$ cat src/gww_pkg.sv
package gww_pkg;

   // Text bytes with special meaning
   localparam logic [7:0] NL_BYTE = 8'd10;
   localparam logic [7:0] SP_BYTE = 8'd32;

   // Line width register
   localparam int LINE_W = 8;
   localparam logic [LINE_W-1:0] LINE_WIDTH_RESET = 8'd75;

   // Pending word store
   localparam int WORD_CAPACITY = 62;
   localparam int WORD_AW = $clog2(WORD_CAPACITY);
   localparam int WLEN_W = $clog2(WORD_CAPACITY + 1);

   // Source of one emitted byte
   typedef enum logic [1:0] {
      SRC_NL,
      SRC_SP,
      SRC_RAM
   } src_type;

   // Controller to datapath commands
   typedef struct packed {
      logic    store;       // append input byte to the pending word
      logic    place;       // run fit check and update line length
      logic    is_space;    // fit check length includes the space
      logic    line_clear;  // restart the line
      logic    word_clear;  // drop the pending word and its overflow flag
      logic    idx_clear;   // restart the word read index
      logic    idx_adv;     // step the word read index
      logic    rd_en;       // read the word store at the read index
      logic    put;         // load the output register
      src_type put_sel;
      logic    put_last;
   } cmd_type;

   // Datapath to controller status
   typedef struct packed {
      logic wl_zero;      // no pending word
      logic brk_needed;   // fit check fails on a non-empty line
      logic idx_last;     // read index is on the final word byte
      logic out_free;     // output register can take a byte this cycle
   } status_type;

endpackage

$ cat src/gww_ram.sv
module gww_ram #(
   parameter int WIDTH = 8,
   parameter int DEPTH = 62
) (
   input  logic                     clock,
   input  logic                     we,
   input  logic [$clog2(DEPTH)-1:0] waddr,
   input  logic [WIDTH-1:0]         wdata,
   input  logic                     re,
   input  logic [$clog2(DEPTH)-1:0] raddr,
   output logic [WIDTH-1:0]         rdata
);

   logic [WIDTH-1:0] mem_ff [DEPTH];
   logic [WIDTH-1:0] rdata_ff;

   // Write port and registered read port
   always_ff @(posedge clock) begin
      if (we) begin
         mem_ff[waddr] <= wdata;
      end
      if (re) begin
         rdata_ff <= mem_ff[raddr];
      end
   end

   assign rdata = rdata_ff;

endmodule

$ cat src/gww_ctrl.sv
module gww_ctrl
   import gww_pkg::*;
(
   input  logic       clock,
   input  logic       reset,
   input  logic       req_tvalid,
   output logic       req_tready,
   input  logic [7:0] req_tdata,
   input  logic       req_tuser,
   input  status_type status,
   output cmd_type    cmd
);

   typedef enum logic [2:0] {
      ST_IDLE,
      ST_BRK,
      ST_READ,
      ST_PUT,
      ST_TAIL
   } state_type;

   state_type state_ff, state_in;
   logic      tail_ff, tail_in;        // a space or newline follows the word
   logic      tail_nl_ff, tail_nl_in;  // that trailing byte is a newline

   logic is_space;
   logic is_nl;
   logic accept;

   assign is_space = (req_tdata == SP_BYTE);
   assign is_nl    = (req_tdata == NL_BYTE);
   assign req_tready = (state_ff == ST_IDLE);
   assign accept   = req_tvalid && req_tready;

   // Next state and commands
   always_comb begin
      state_in   = state_ff;
      tail_in    = tail_ff;
      tail_nl_in = tail_nl_ff;
      cmd        = '0;
      cmd.put_sel = SRC_NL;
      unique case (state_ff)
         ST_IDLE: begin
            if (accept) begin
               priority if (req_tuser) begin
                  // Flush: emit the word unchecked, restart the line
                  cmd.line_clear = 1'b1;
                  tail_in = 1'b0;
                  if (status.wl_zero) begin
                     cmd.word_clear = 1'b1;
                  end else begin
                     cmd.idx_clear = 1'b1;
                     state_in = ST_READ;
                  end
               end else if (is_space) begin
                  cmd.place    = 1'b1;
                  cmd.is_space = 1'b1;
                  cmd.idx_clear = 1'b1;
                  tail_in    = 1'b1;
                  tail_nl_in = 1'b0;
                  if (status.brk_needed) begin
                     state_in = ST_BRK;
                  end else if (status.wl_zero) begin
                     state_in = ST_TAIL;
                  end else begin
                     state_in = ST_READ;
                  end
               end else if (is_nl) begin
                  cmd.place      = !status.wl_zero;
                  cmd.line_clear = 1'b1;
                  cmd.idx_clear  = 1'b1;
                  tail_in    = 1'b1;
                  tail_nl_in = 1'b1;
                  if (status.wl_zero) begin
                     state_in = ST_TAIL;
                  end else if (status.brk_needed) begin
                     state_in = ST_BRK;
                  end else begin
                     state_in = ST_READ;
                  end
               end else begin
                  cmd.store = 1'b1;
               end
            end
         end
         ST_BRK: begin
            // Insert the line break ahead of the word
            if (status.out_free) begin
               cmd.put     = 1'b1;
               cmd.put_sel = SRC_NL;
               state_in = status.wl_zero ? ST_TAIL : ST_READ;
            end
         end
         ST_READ: begin
            cmd.rd_en = 1'b1;
            state_in  = ST_PUT;
         end
         ST_PUT: begin
            // Emit one word byte from the store
            if (status.out_free) begin
               cmd.put      = 1'b1;
               cmd.put_sel  = SRC_RAM;
               cmd.put_last = status.idx_last && !tail_ff;
               cmd.idx_adv  = 1'b1;
               if (!status.idx_last) begin
                  state_in = ST_READ;
               end else if (tail_ff) begin
                  state_in = ST_TAIL;
               end else begin
                  cmd.word_clear = 1'b1;
                  state_in = ST_IDLE;
               end
            end
         end
         ST_TAIL: begin
            if (status.out_free) begin
               cmd.put        = 1'b1;
               cmd.put_sel    = tail_nl_ff ? SRC_NL : SRC_SP;
               cmd.put_last   = 1'b1;
               cmd.word_clear = 1'b1;
               state_in = ST_IDLE;
            end
         end
         default: begin
            state_in = ST_IDLE;
         end
      endcase
   end

   // State and tail flag registers
   always_ff @(posedge clock) begin
      if (reset) begin
         state_ff   <= ST_IDLE;
         tail_ff    <= 1'b0;
         tail_nl_ff <= 1'b0;
      end else begin
         state_ff   <= state_in;
         tail_ff    <= tail_in;
         tail_nl_ff <= tail_nl_in;
      end
   end

   // A run without a trailing byte can only come from a flush
   assert property (@(posedge clock) disable iff (reset)
      (state_ff == ST_PUT && !tail_ff) |-> $past(state_ff) != ST_BRK)
      else $error("break before a flushed word");

   // A tail byte always ends the run
   assert property (@(posedge clock) disable iff (reset)
      (state_ff == ST_TAIL && cmd.put) |-> (cmd.put_last && cmd.word_clear))
      else $error("tail byte not marked last");

endmodule

$ cat src/gww_dp.sv
module gww_dp
   import gww_pkg::*;
(
   input  logic              clock,
   input  logic              reset,
   input  logic              csr_wen,
   input  logic [LINE_W-1:0] csr_wdata,
   input  logic [7:0]        req_tdata,
   input  cmd_type           cmd,
   output status_type        status,
   output logic              rsp_tvalid,
   input  logic              rsp_tready,
   output logic [7:0]        rsp_tdata,
   output logic              rsp_tlast,
   output logic              rsp_tuser
);

   logic [LINE_W-1:0]  line_width_ff, line_width_in;
   logic [LINE_W-1:0]  line_len_ff, line_len_in;
   logic [WLEN_W-1:0]  wl_ff, wl_in;
   logic               ovf_ff, ovf_in;
   logic [WORD_AW-1:0] idx_ff, idx_in;
   logic               out_valid_ff, out_valid_in;
   logic [7:0]         out_char_ff, out_char_in;
   logic               out_last_ff, out_last_in;
   logic               out_trunc_ff, out_trunc_in;

   logic [WLEN_W:0]    fit_len;
   logic [LINE_W:0]    fit_sum;
   logic               fits;
   logic               word_full;
   logic               ram_we;
   logic [7:0]         ram_rdata;

   // Fit check: line length plus word (and its space) against the width
   assign fit_len = cmd.is_space ? ({1'b0, wl_ff} + (WLEN_W+1)'(1)) : {1'b0, wl_ff};
   assign fit_sum = {1'b0, line_len_ff} + (LINE_W+1)'(fit_len);
   assign fits    = fit_sum <= {1'b0, line_width_ff};

   assign word_full = (wl_ff == WLEN_W'(WORD_CAPACITY));
   assign ram_we    = cmd.store && !word_full;

   assign status.wl_zero    = (wl_ff == '0);
   assign status.brk_needed = !fits && (line_len_ff != '0);
   assign status.idx_last   = (WLEN_W'(idx_ff) + WLEN_W'(1)) == wl_ff;
   assign status.out_free   = !out_valid_ff || rsp_tready;

   gww_ram #(
      .WIDTH(8),
      .DEPTH(WORD_CAPACITY)
   ) u_word_ram (
      .clock(clock),
      .we   (ram_we),
      .waddr(wl_ff[WORD_AW-1:0]),
      .wdata(req_tdata),
      .re   (cmd.rd_en),
      .raddr(idx_ff),
      .rdata(ram_rdata)
   );

   // Next values of line, word and output state
   always_comb begin
      line_width_in = csr_wen ? csr_wdata : line_width_ff;

      line_len_in = line_len_ff;
      priority if (cmd.line_clear) begin
         line_len_in = '0;
      end else if (cmd.place) begin
         line_len_in = fits ? fit_sum[LINE_W-1:0] : LINE_W'(fit_len);
      end

      wl_in  = wl_ff;
      ovf_in = ovf_ff;
      priority if (cmd.word_clear) begin
         wl_in  = '0;
         ovf_in = 1'b0;
      end else if (cmd.store) begin
         if (word_full) begin
            ovf_in = 1'b1;
         end else begin
            wl_in = wl_ff + WLEN_W'(1);
         end
      end

      idx_in = idx_ff;
      priority if (cmd.idx_clear) begin
         idx_in = '0;
      end else if (cmd.idx_adv) begin
         idx_in = idx_ff + WORD_AW'(1);
      end

      // Output register: load on put, drop once taken
      out_valid_in = out_valid_ff && !rsp_tready;
      out_char_in  = out_char_ff;
      out_last_in  = out_last_ff;
      out_trunc_in = out_trunc_ff;
      if (cmd.put) begin
         out_valid_in = 1'b1;
         out_last_in  = cmd.put_last;
         out_trunc_in = ovf_ff;
         unique case (cmd.put_sel)
            SRC_NL:  out_char_in = NL_BYTE;
            SRC_SP:  out_char_in = SP_BYTE;
            SRC_RAM: out_char_in = ram_rdata;
            default: out_char_in = NL_BYTE;
         endcase
      end
   end

   always_ff @(posedge clock) begin
      if (reset) begin
         line_width_ff <= LINE_WIDTH_RESET;
         line_len_ff   <= '0;
         wl_ff         <= '0;
         ovf_ff        <= 1'b0;
         idx_ff        <= '0;
         out_valid_ff  <= 1'b0;
      end else begin
         line_width_ff <= line_width_in;
         line_len_ff   <= line_len_in;
         wl_ff         <= wl_in;
         ovf_ff        <= ovf_in;
         idx_ff        <= idx_in;
         out_valid_ff  <= out_valid_in;
      end
      out_char_ff  <= out_char_in;
      out_last_ff  <= out_last_in;
      out_trunc_ff <= out_trunc_in;
   end

   assign rsp_tvalid = out_valid_ff;
   assign rsp_tdata  = out_char_ff;
   assign rsp_tlast  = out_last_ff;
   assign rsp_tuser  = out_trunc_ff;

   // Pending word never outgrows the store
   assert property (@(posedge clock) disable iff (reset)
      wl_ff <= WLEN_W'(WORD_CAPACITY))
      else $error("word length beyond capacity");

   // Overflow only with a full word
   assert property (@(posedge clock) disable iff (reset)
      ovf_ff |-> word_full)
      else $error("overflow flag without a full word");

   // Never overwrite a byte the receiver has not taken
   assert property (@(posedge clock) disable iff (reset)
      cmd.put |-> (!out_valid_ff || rsp_tready))
      else $error("output register overwritten");

endmodule

$ cat src/greedy_word_wrap.sv
// Greedy word wrap.
// req channel: one text byte per transaction. req_tdata carries the byte,
// req_tuser set marks a flush (end of text), and the byte is then ignored.
// rsp channel: the wrapped text, one byte per transaction, including the
// inserted line breaks; rsp_tlast marks the final byte caused by one input
// and rsp_tuser flags a run whose word lost bytes to the 62-byte word store.
// csr_wen/csr_wdata write the line width (reset value 75); the user must
// write it only while idle, as the block itself does not enforce this.
// Timing: an ordinary byte is taken and stored and gives no output. A
// space, newline or flush is taken, then the block emits any inserted
// break, then each word byte (word store read, then output register
// load) and then the trailing space or newline, if there is one. Each
// word byte needs its own read through the single word store read port.
// req_tready is low while a run is being emitted. A stalled receiver holds
// the output register and the run waits; the next input is taken while the
// final byte of a run still waits in the output register.
// Reset is synchronous: it empties the line and word and drops any output.
module greedy_word_wrap
   import gww_pkg::*;
(
   input  logic              clock,
   input  logic              reset,
   input  logic              csr_wen,
   input  logic [LINE_W-1:0] csr_wdata,
   input  logic              req_tvalid,
   output logic              req_tready,
   input  logic [7:0]        req_tdata,   // [7:0] char_code
   input  logic              req_tuser,   // [0] flush
   output logic              rsp_tvalid,
   input  logic              rsp_tready,
   output logic [7:0]        rsp_tdata,   // [7:0] char_out
   output logic              rsp_tlast,
   output logic              rsp_tuser    // [0] word_truncated
);

   cmd_type    cmd;
   status_type status;

   gww_ctrl u_ctrl (
      .clock     (clock),
      .reset     (reset),
      .req_tvalid(req_tvalid),
      .req_tready(req_tready),
      .req_tdata (req_tdata),
      .req_tuser (req_tuser),
      .status    (status),
      .cmd       (cmd)
   );

   gww_dp u_dp (
      .clock     (clock),
      .reset     (reset),
      .csr_wen   (csr_wen),
      .csr_wdata (csr_wdata),
      .req_tdata (req_tdata),
      .cmd       (cmd),
      .status    (status),
      .rsp_tvalid(rsp_tvalid),
      .rsp_tready(rsp_tready),
      .rsp_tdata (rsp_tdata),
      .rsp_tlast (rsp_tlast),
      .rsp_tuser (rsp_tuser)
   );

endmodule

$ cat config.mk
export PLATFORM = sky130hd
export DESIGN_NAME = greedy_word_wrap
export DESIGN_NICKNAME = d
export VERILOG_FILES = /design/src/gww_pkg.sv /design/src/gww_ram.sv /design/src/gww_ctrl.sv /design/src/gww_dp.sv /design/src/greedy_word_wrap.sv
export SDC_FILE = /design/constraint.sdc
export NUM_CORES = 1
export LEC_CHECK = 0
export BUFFER_PORTS_ARGS = -buffer_cell sky130_fd_sc_hd__buf_2
export CAP_MARGIN = 5
export CORE_ASPECT_RATIO = 2
export CORE_MARGIN = 5
export CORE_UTILIZATION = 65
export DETAILED_ROUTE_END_ITERATION = 6
export GPL_ROUTABILITY_DRIVEN = 0
export PLACE_DENSITY = 0.82
export SETUP_SLACK_MARGIN = 0.3
export SLEW_MARGIN = 20
export SYNTH_ARGS = -nofsm -noshare
export SYNTH_HDL_FRONTEND = slang
export SYNTH_SLANG_ARGS = --single-unit
$ cat constraint.sdc
create_clock -name clock -period 8.7 [get_ports clock]
set_input_delay 1.74 -clock clock [delete_from_list [all_inputs] [get_ports clock]]
set_output_delay 1.74 -clock clock [all_outputs]
set_load 0.02 [all_outputs]
==> results of run 1 <==
Yosys cell counts, types with 9 or more instances:
| master | count |
|---|---|
| edfxtp_1 | 514 |
| mux4_2 | 144 |
| nor2_1 | 100 |
| nand2_1 | 48 |
| dfxtp_1 | 35 |
| clkbuf_1 | 28 |
| a21oi_1 | 22 |
| ha_1 | 22 |
| nand3_1 | 22 |
| mux2i_1 | 21 |
| buf_2 | 18 |
| nor2b_1 | 18 |
| a211oi_1 | 15 |
| inv_1 | 15 |
| o21ai_0 | 13 |
| xnor2_1 | 12 |
| xor2_1 | 12 |
| buf_1 | 11 |
| nor3_1 | 10 |
| mux2_2 | 9 |
per-layer routing:
| metal | share of wire, % | vias up | GRT usage [%] |
|---|---|---|---|
| met5 | 0 | - | 0 |
| met4 | 7.8 | 0 | 17.6 |
| met3 | 6.9 | 210 | 3.88 |
| met2 | 54 | 765 | 51.9 |
| met1 | 31 | 6061 | 33.5 |
| li1 | - | 4907 | - |
per-stage QoR:
stage	cell area, µm²	hold slack, ns	power, W
detailed placement	23100	0.472	0.00311
finish	24600	0.494	0.00513
floorplan	22600	0.409	0.00303
global placement	23100	0.468	0.00310
global route	24600	0.518	0.00528
CTS	24600	0.491	0.00515
power by group through the flow:
stage                     Sequential [W]  Clock (W)  Combinational, W
after floorplan                  0.00297          0         0.0000675
after global placement           0.00297          0          0.000138
after detailed placement         0.00297          0          0.000143
after CTS                        0.00291    0.00209          0.000145
after global routing             0.00291    0.00221          0.000157
final                            0.00291    0.00208          0.000147
registers in the layout (all words and copies together), names as in the netlist, 3 cells and up:
register and flops:
u_dp.u_word_ram.rdata 8, u_dp.line_len_ff 8, u_dp.line_width_ff 8, u_ctrl.state_ff 3, u_dp.idx_ff 6, u_dp.wl_ff 6, u_dp.u_word_ram.mem_ff 496, u_dp.rsp_tdata 8
final cells by class:
| cell class | instances | area [µm²] |
|---|---|---|
| fill | 1991 | 9750 |
| clock buffer | 56 | 1200 |
| tap | 441 | 552 |
| inverter | 16 | 60.1 |
| clock inverter | 23 | 287 |
| multi-input combinational | 574 | 6080 |
| timing repair buffer | 48 | 278 |
| sequential | 549 | 16100 |
| antenna | 1 | 2.50 |
path summary, 6_finish.rpt:
path / depth (start not counted) / start / to
hold / removal: 2 / u_dp.line_width_ff[7]$_SDFFE_PP0P_ / u_dp.line_width_ff[7]$_SDFFE_PP0P_
setup / recovery: 18 / req_tdata[5] / u_dp.line_len_ff[5]$_SDFFE_PP0P_
setup reg to reg: 16 / u_ctrl.state_ff[2]$_SDFFE_PP0P_ / u_dp.line_len_ff[5]$_SDFFE_PP0P_
hold reg to reg: 2 / u_dp.line_width_ff[7]$_SDFFE_PP0P_ / u_dp.line_width_ff[7]$_SDFFE_PP0P_
critical path, cell delays in order:
cell	delay, ns
buf_2	0.07
buf_4	0.53
or4b_2	0.69
nor4_4	0.34
xnor2_1	0.15
ha_1	0.24
fa_1	0.46
a211oi_1	0.34
o21a_1	0.24
or2_2	0.16
xnor2_1	0.07
ha_1	0.33
nand4_1	0.08
or2_2	0.30
a22oi_1	0.29
o22ai_2	0.30
mux2i_1	0.19
a211oi_1	0.25
cell families after synthesis:
group	after synthesis	synth area share, %
DFF	549	71.5
buffers and inverters	79	1.56
adders and majority gates	23	1.31
muxes	174	15.8
xor gates and xnor gates	27	1.15
AOI/OAI and AO/OA	91	2.82
and+or+nand+nor	259	5.92
==> flow_summary.toml, run 1 <==
[run_status]
status = "complete, but fails checks"
failed_checks = "design-rule violations"

[synthesis]
async_flop_share_pct = 0
ys_warn_count = 0
postSynthCellCount = 1202
synth_top_area_cell = "edfxtp_1"
avgSynthCellArea_um2 = 18.8
synth-main-ff-cell = "edfxtp_1"
netlist_top_cells_area = "edfxtp_1 68%, mux4_2 14%, dfxtp_1 3.1%"
synth.net_count = 1247
yosysUniqueCellTypes = 70
synth_edf_count = 514
synth_top_area_share_pct = 68.4
syn_area_um2 = 22600
synth-seq-cells = 549
synth-seq-area-share_pct = 71.5

[floorplan]
rows = 96
core_um2 = 34400
io_pins = 34
die_width_um = 142
dieArea_um2 = 38800
die_y_um = 274
initial_core_util_pct = 65.7

[global_routing]
grt_overflow = 0
grt_pass1_vias = 12500
grt_usage_pct = 29.3
grt_max_degree = 67
grt_pass1_wl_um = 81700
grt_antenna_before_repair = 2

[route]
routedWlPerCell_um = 32.0
drt_iter0_drc = 1433
drt_wl_total_um = 54700
drc = 1
num_vias = 11900
postRouteAntennaNets = 0
vias_per_cell = 6.99
firstDrtPassIters = 7

[worst_setup_path]
r2r_slack_ns = 3.48
end_kind = "register"
worstPathMaxFanout = 65
worstSetupStartpointType = "input port"
critPathKind = "in -> reg"
required_ns = 9.16
arrival_ns = 6.79

[cts]
cts_setup_buffers = 0
cts_tree = "yes"
clock-sinks = 549
clockBufferDepth = 3
htree_num_levels = 2
post_cts_resized = 0
worstSkewPairLatency_ns = 0.57
clkTransAtPathRegs_ns = 0.06
numCtsBuffers = 44
hold_buffers = 0
cts_root_buffer = "clkbuf_16"

[run]
maxCapViolCount = 0

[power_and_ir_drop]
peakVddDrop_mv = 0.177
power_switching_w = 0.00103
pwr-share-comb_pct = 2.9
p_clk_share_pct = 40.5
p_leak_nw = 7.63
pwr-share-seq_pct = 56.7
cell_internal_pwr_w = 0.00410
cellPowerDensity_nw_per_um2 = 209
swShare_pct = 20.2

[timing]
fin_skew_ns = 0.0249
setup_ws_ns = 2.37
slew-limit-headroom_pct = 30.0
min_period_over_period_pct = 72.8
fin_setup_tns_ns = 0
rsz0062_at_grt = "false"
worst_pin_slew_ns = 1.05
max_freq_ghz = 0.158
slew_viol_final = 0
hold_viol_final = 0
timing.final.crit_period_ns = 6.33
setup_viol = 0

[placement]
dp_hpwl_um = 32800
pre_cts_ws_ns = 1.99
dpl.cell_count = 1628
place.port_buffers = 33

[finish]
layout-drive-gt1-share_pct = 23.2
final_common_cell = "edfxtp_1"
fin_cells = 1708
finalNetCount = 1278
final_core_util_pct = 71.6
layout_common_cells = "514 x edfxtp_1, 144 x mux4_2, 100 x nor2_1"
syn2layout_area_growth_pct = 9.03

[min_path]
min_path_type = "reg -> reg"
No activity file was read; power rests on OpenSTA's default activity.
==> run 2, diff against run 1 <==
--- a/config.mk
+++ b/config.mk
@@ -9,10 +9,10 @@
 export CAP_MARGIN = 5
 export CORE_ASPECT_RATIO = 2
 export CORE_MARGIN = 5
-export CORE_UTILIZATION = 65
+export CORE_UTILIZATION = 57
 export DETAILED_ROUTE_END_ITERATION = 6
 export GPL_ROUTABILITY_DRIVEN = 0
-export PLACE_DENSITY = 0.82
+export PLACE_DENSITY = 0.76
 export SETUP_SLACK_MARGIN = 0.3
 export SLEW_MARGIN = 20
 export SYNTH_ARGS = -nofsm -noshare
==> constraint.sdc (replaced) <==
create_clock -name clock -period 5.2 [get_ports clock]
set_input_delay 1.04 -clock clock [delete_from_list [all_inputs] [get_ports clock]]
set_output_delay 1.04 -clock clock [all_outputs]
set_load 0.02 [all_outputs]
==> run 2 against run 1 <==
  * The flow now finishes without violations
  * Count of clock-buffer cells in the layout down 9
  * Largest power group unchanged
  * Final area up 2.9%
  * Register-to-register slack got worse by 2.8 ns
  * Critical path type unchanged
  * Global-route usage fell by 4.9 points
  * Worst setup slack worse by 1.8 ns
  * Hold slack lost 0.024 ns
  * Non-clock buffer count up 72
  * Sequential power increased by 67%
  * Clock skew is 0.0071 ns lower
==> flow_summary.toml, run 2 (synthesis gave the netlist of run 1 again) <==
[worst_setup_path]
reg2reg_depth = 17
end_kind = "register"
r2r-start = "u_ctrl.state_ff[2]$_SDFFE_PP0P_"
arrival_ns = 5.06
critPathKind = "in -> reg"
reg2reg_to = "u_dp.line_len_ff[3]$_SDFFE_PP0P_"
worstSetupStartpointType = "input port"
crit_end = "u_dp.line_len_ff[3]$_SDFFE_PP0P_"
worstPathMaxFanout = 9
required_ns = 5.66
r2r_slack_ns = 0.64
startpoint = "req_tdata[2]"

[global_routing]
grt_usage_pct = 24.3
grt_pass1_wl_um = 77800
grt_util_met2_pct = 43.4
use_met1_pct = 28.0
grt_pass1_vias = 12200
top_usage_layer = "met2"
grt_overflow = 0
use_met3_pct = 3.33
grt_antenna_before_repair = 2
grt_max_degree = 66

[power_and_ir_drop]
p_leak_nw = 8.02
peakVddDrop_mv = 0.202
fin_total_pwr_w = 0.00855
cellPowerDensity_nw_per_um2 = 338

[route]
firstDrtPassIters = 5
routedWlPerCell_um = 27.7
vias_per_cell = 6.33
drt_iter0_drc = 1065
postRouteAntennaNets = 0
drt_wl_total_um = 51600
drc = 0
num_vias = 11800

[timing]
slew-limit-headroom_pct = 35.7
timing.final.crit_period_ns = 4.60
max_freq_ghz = 0.217
hold_slack_ns = 0.469
fin_skew_ns = 0.0179
hold_viol_final = 0
setup_ws_ns = 0.596
worst_pin_slew_ns = 0.964
rsz0062_at_grt = "false"
min_period_over_period_pct = 88.5
setup_viol = 0
slew_viol_final = 0

[finish]
regArea_um2 = 16100
final_core_util_pct = 64.4
syn2layout_area_growth_pct = 12.1
layout-drive-gt1-share_pct = 27.5
fillers = 2536
finalNetCount = 1349
multi_input_area_um2 = 6130
largest_reg_flops = 496
final_common_cell = "edfxtp_1"
regMostFlops = "u_dp.u_word_ram.mem_ff"
layout_common_cells = "514 x edfxtp_1, 144 x mux4_2, 99 x nor2_1"

[run]
maxCapViolCount = 0

[cts]
htree_num_levels = 2
clkTransAtPathRegs_ns = 0.07
hold_buffers = 0
clock-sinks = 549
worstSkewPairLatency_ns = 0.57
numCtsBuffers = 43
clockBufferDepth = 3
cts_root_buffer = "clkbuf_16"
cts_tree = "yes"

[floorplan]
die_width_um = 151
core_um2 = 39300
io_pins = 34
die_y_um = 291
rows = 103
initial_core_util_pct = 57.4
dieArea_um2 = 43900

[min_path]
min_path_type = "reg -> reg"

[run_status]
status = "complete, no violations"

[placement]
pre_cts_ws_ns = -0.146
place.port_buffers = 33
dp_hpwl_um = 33500
## run 2: critical path, stage by stage
cell      delay, ns
buf_2          0.15
or4b_4         0.58
nor4_4         0.21
buf_4          0.18
xnor2_1        0.10
ha_1           0.23
fa_2           0.40
a211oi_1       0.23
o21a_1         0.19
or2_4          0.13
xnor2_1        0.06
ha_1           0.33
nand4_1        0.11
or2_2          0.31
a22oi_2        0.22
o22ai_4        0.18
mux2i_1        0.16
a211oi_1       0.24
## run 2: stage by stage
step	TNS, ns	cells	area [µm²]
after floorplan	0	1202	22600
after global placement	-0.191	1783	23800
after detailed placement	-0.805	1783	23800
after CTS	0	1859	25300
after global routing	0	1860	25300
final	0	1861	25300
## run 2: cell type report
cell class	count	area share, %
Antenna cell	1	0.00989
Clock buffer	47	4.40
Clock inverter	29	1.40
Inverter	16	0.237
Multi-Input combinational cell	574	24.2
Sequential cell	549	63.8
Tap cell	525	2.60
Timing Repair Buffer	120	3.33
## run 2: routing by layer
| metal | vias up | routed length (µm) | share of wire (%) |
|---|---|---|---|
| li1 | 5046 | - | - |
| met1 | 6080 | 16900 | 33 |
| met2 | 504 | 28300 | 55 |
| met3 | 154 | 2940 | 5.7 |
| met4 | 0 | 3470 | 6.7 |
| met5 | - | 0 | 0 |
## run 2: timing repair
item	4_1_cts	5_1_grt
setup endpoints to repair	0	11
setup buffers	0	1
gates resized for setup	0	2
## run 2: how the worst min path moves through the flow
stage,start,end,depth (start not counted)
after global placement,u_dp.ovf_ff$_SDFFE_PP0P_,u_dp.rsp_tuser$_DFFE_PP_,0
final,u_dp.ovf_ff$_SDFFE_PP0P_,u_dp.rsp_tuser$_DFFE_PP_,0
after detailed placement,u_dp.ovf_ff$_SDFFE_PP0P_,u_dp.rsp_tuser$_DFFE_PP_,0
after floorplan,u_dp.ovf_ff$_SDFFE_PP0P_,u_dp.rsp_tuser$_DFFE_PP_,0
after global routing,u_dp.ovf_ff$_SDFFE_PP0P_,u_dp.rsp_tuser$_DFFE_PP_,0
after CTS,u_dp.ovf_ff$_SDFFE_PP0P_,u_dp.rsp_tuser$_DFFE_PP_,0
## run 2: power breakdown
| group | leakage, nW | switching, W | total [W] | internal, W |
|---|---|---|---|---|
| Sequential | 4.90 | 0.0000163 | 0.00486 | 0.00485 |
| Combinational | 2.41 | 0.000189 | 0.000262 | 0.0000734 |
| Clock | 0.711 | 0.00148 | 0.00343 | 0.00195 |
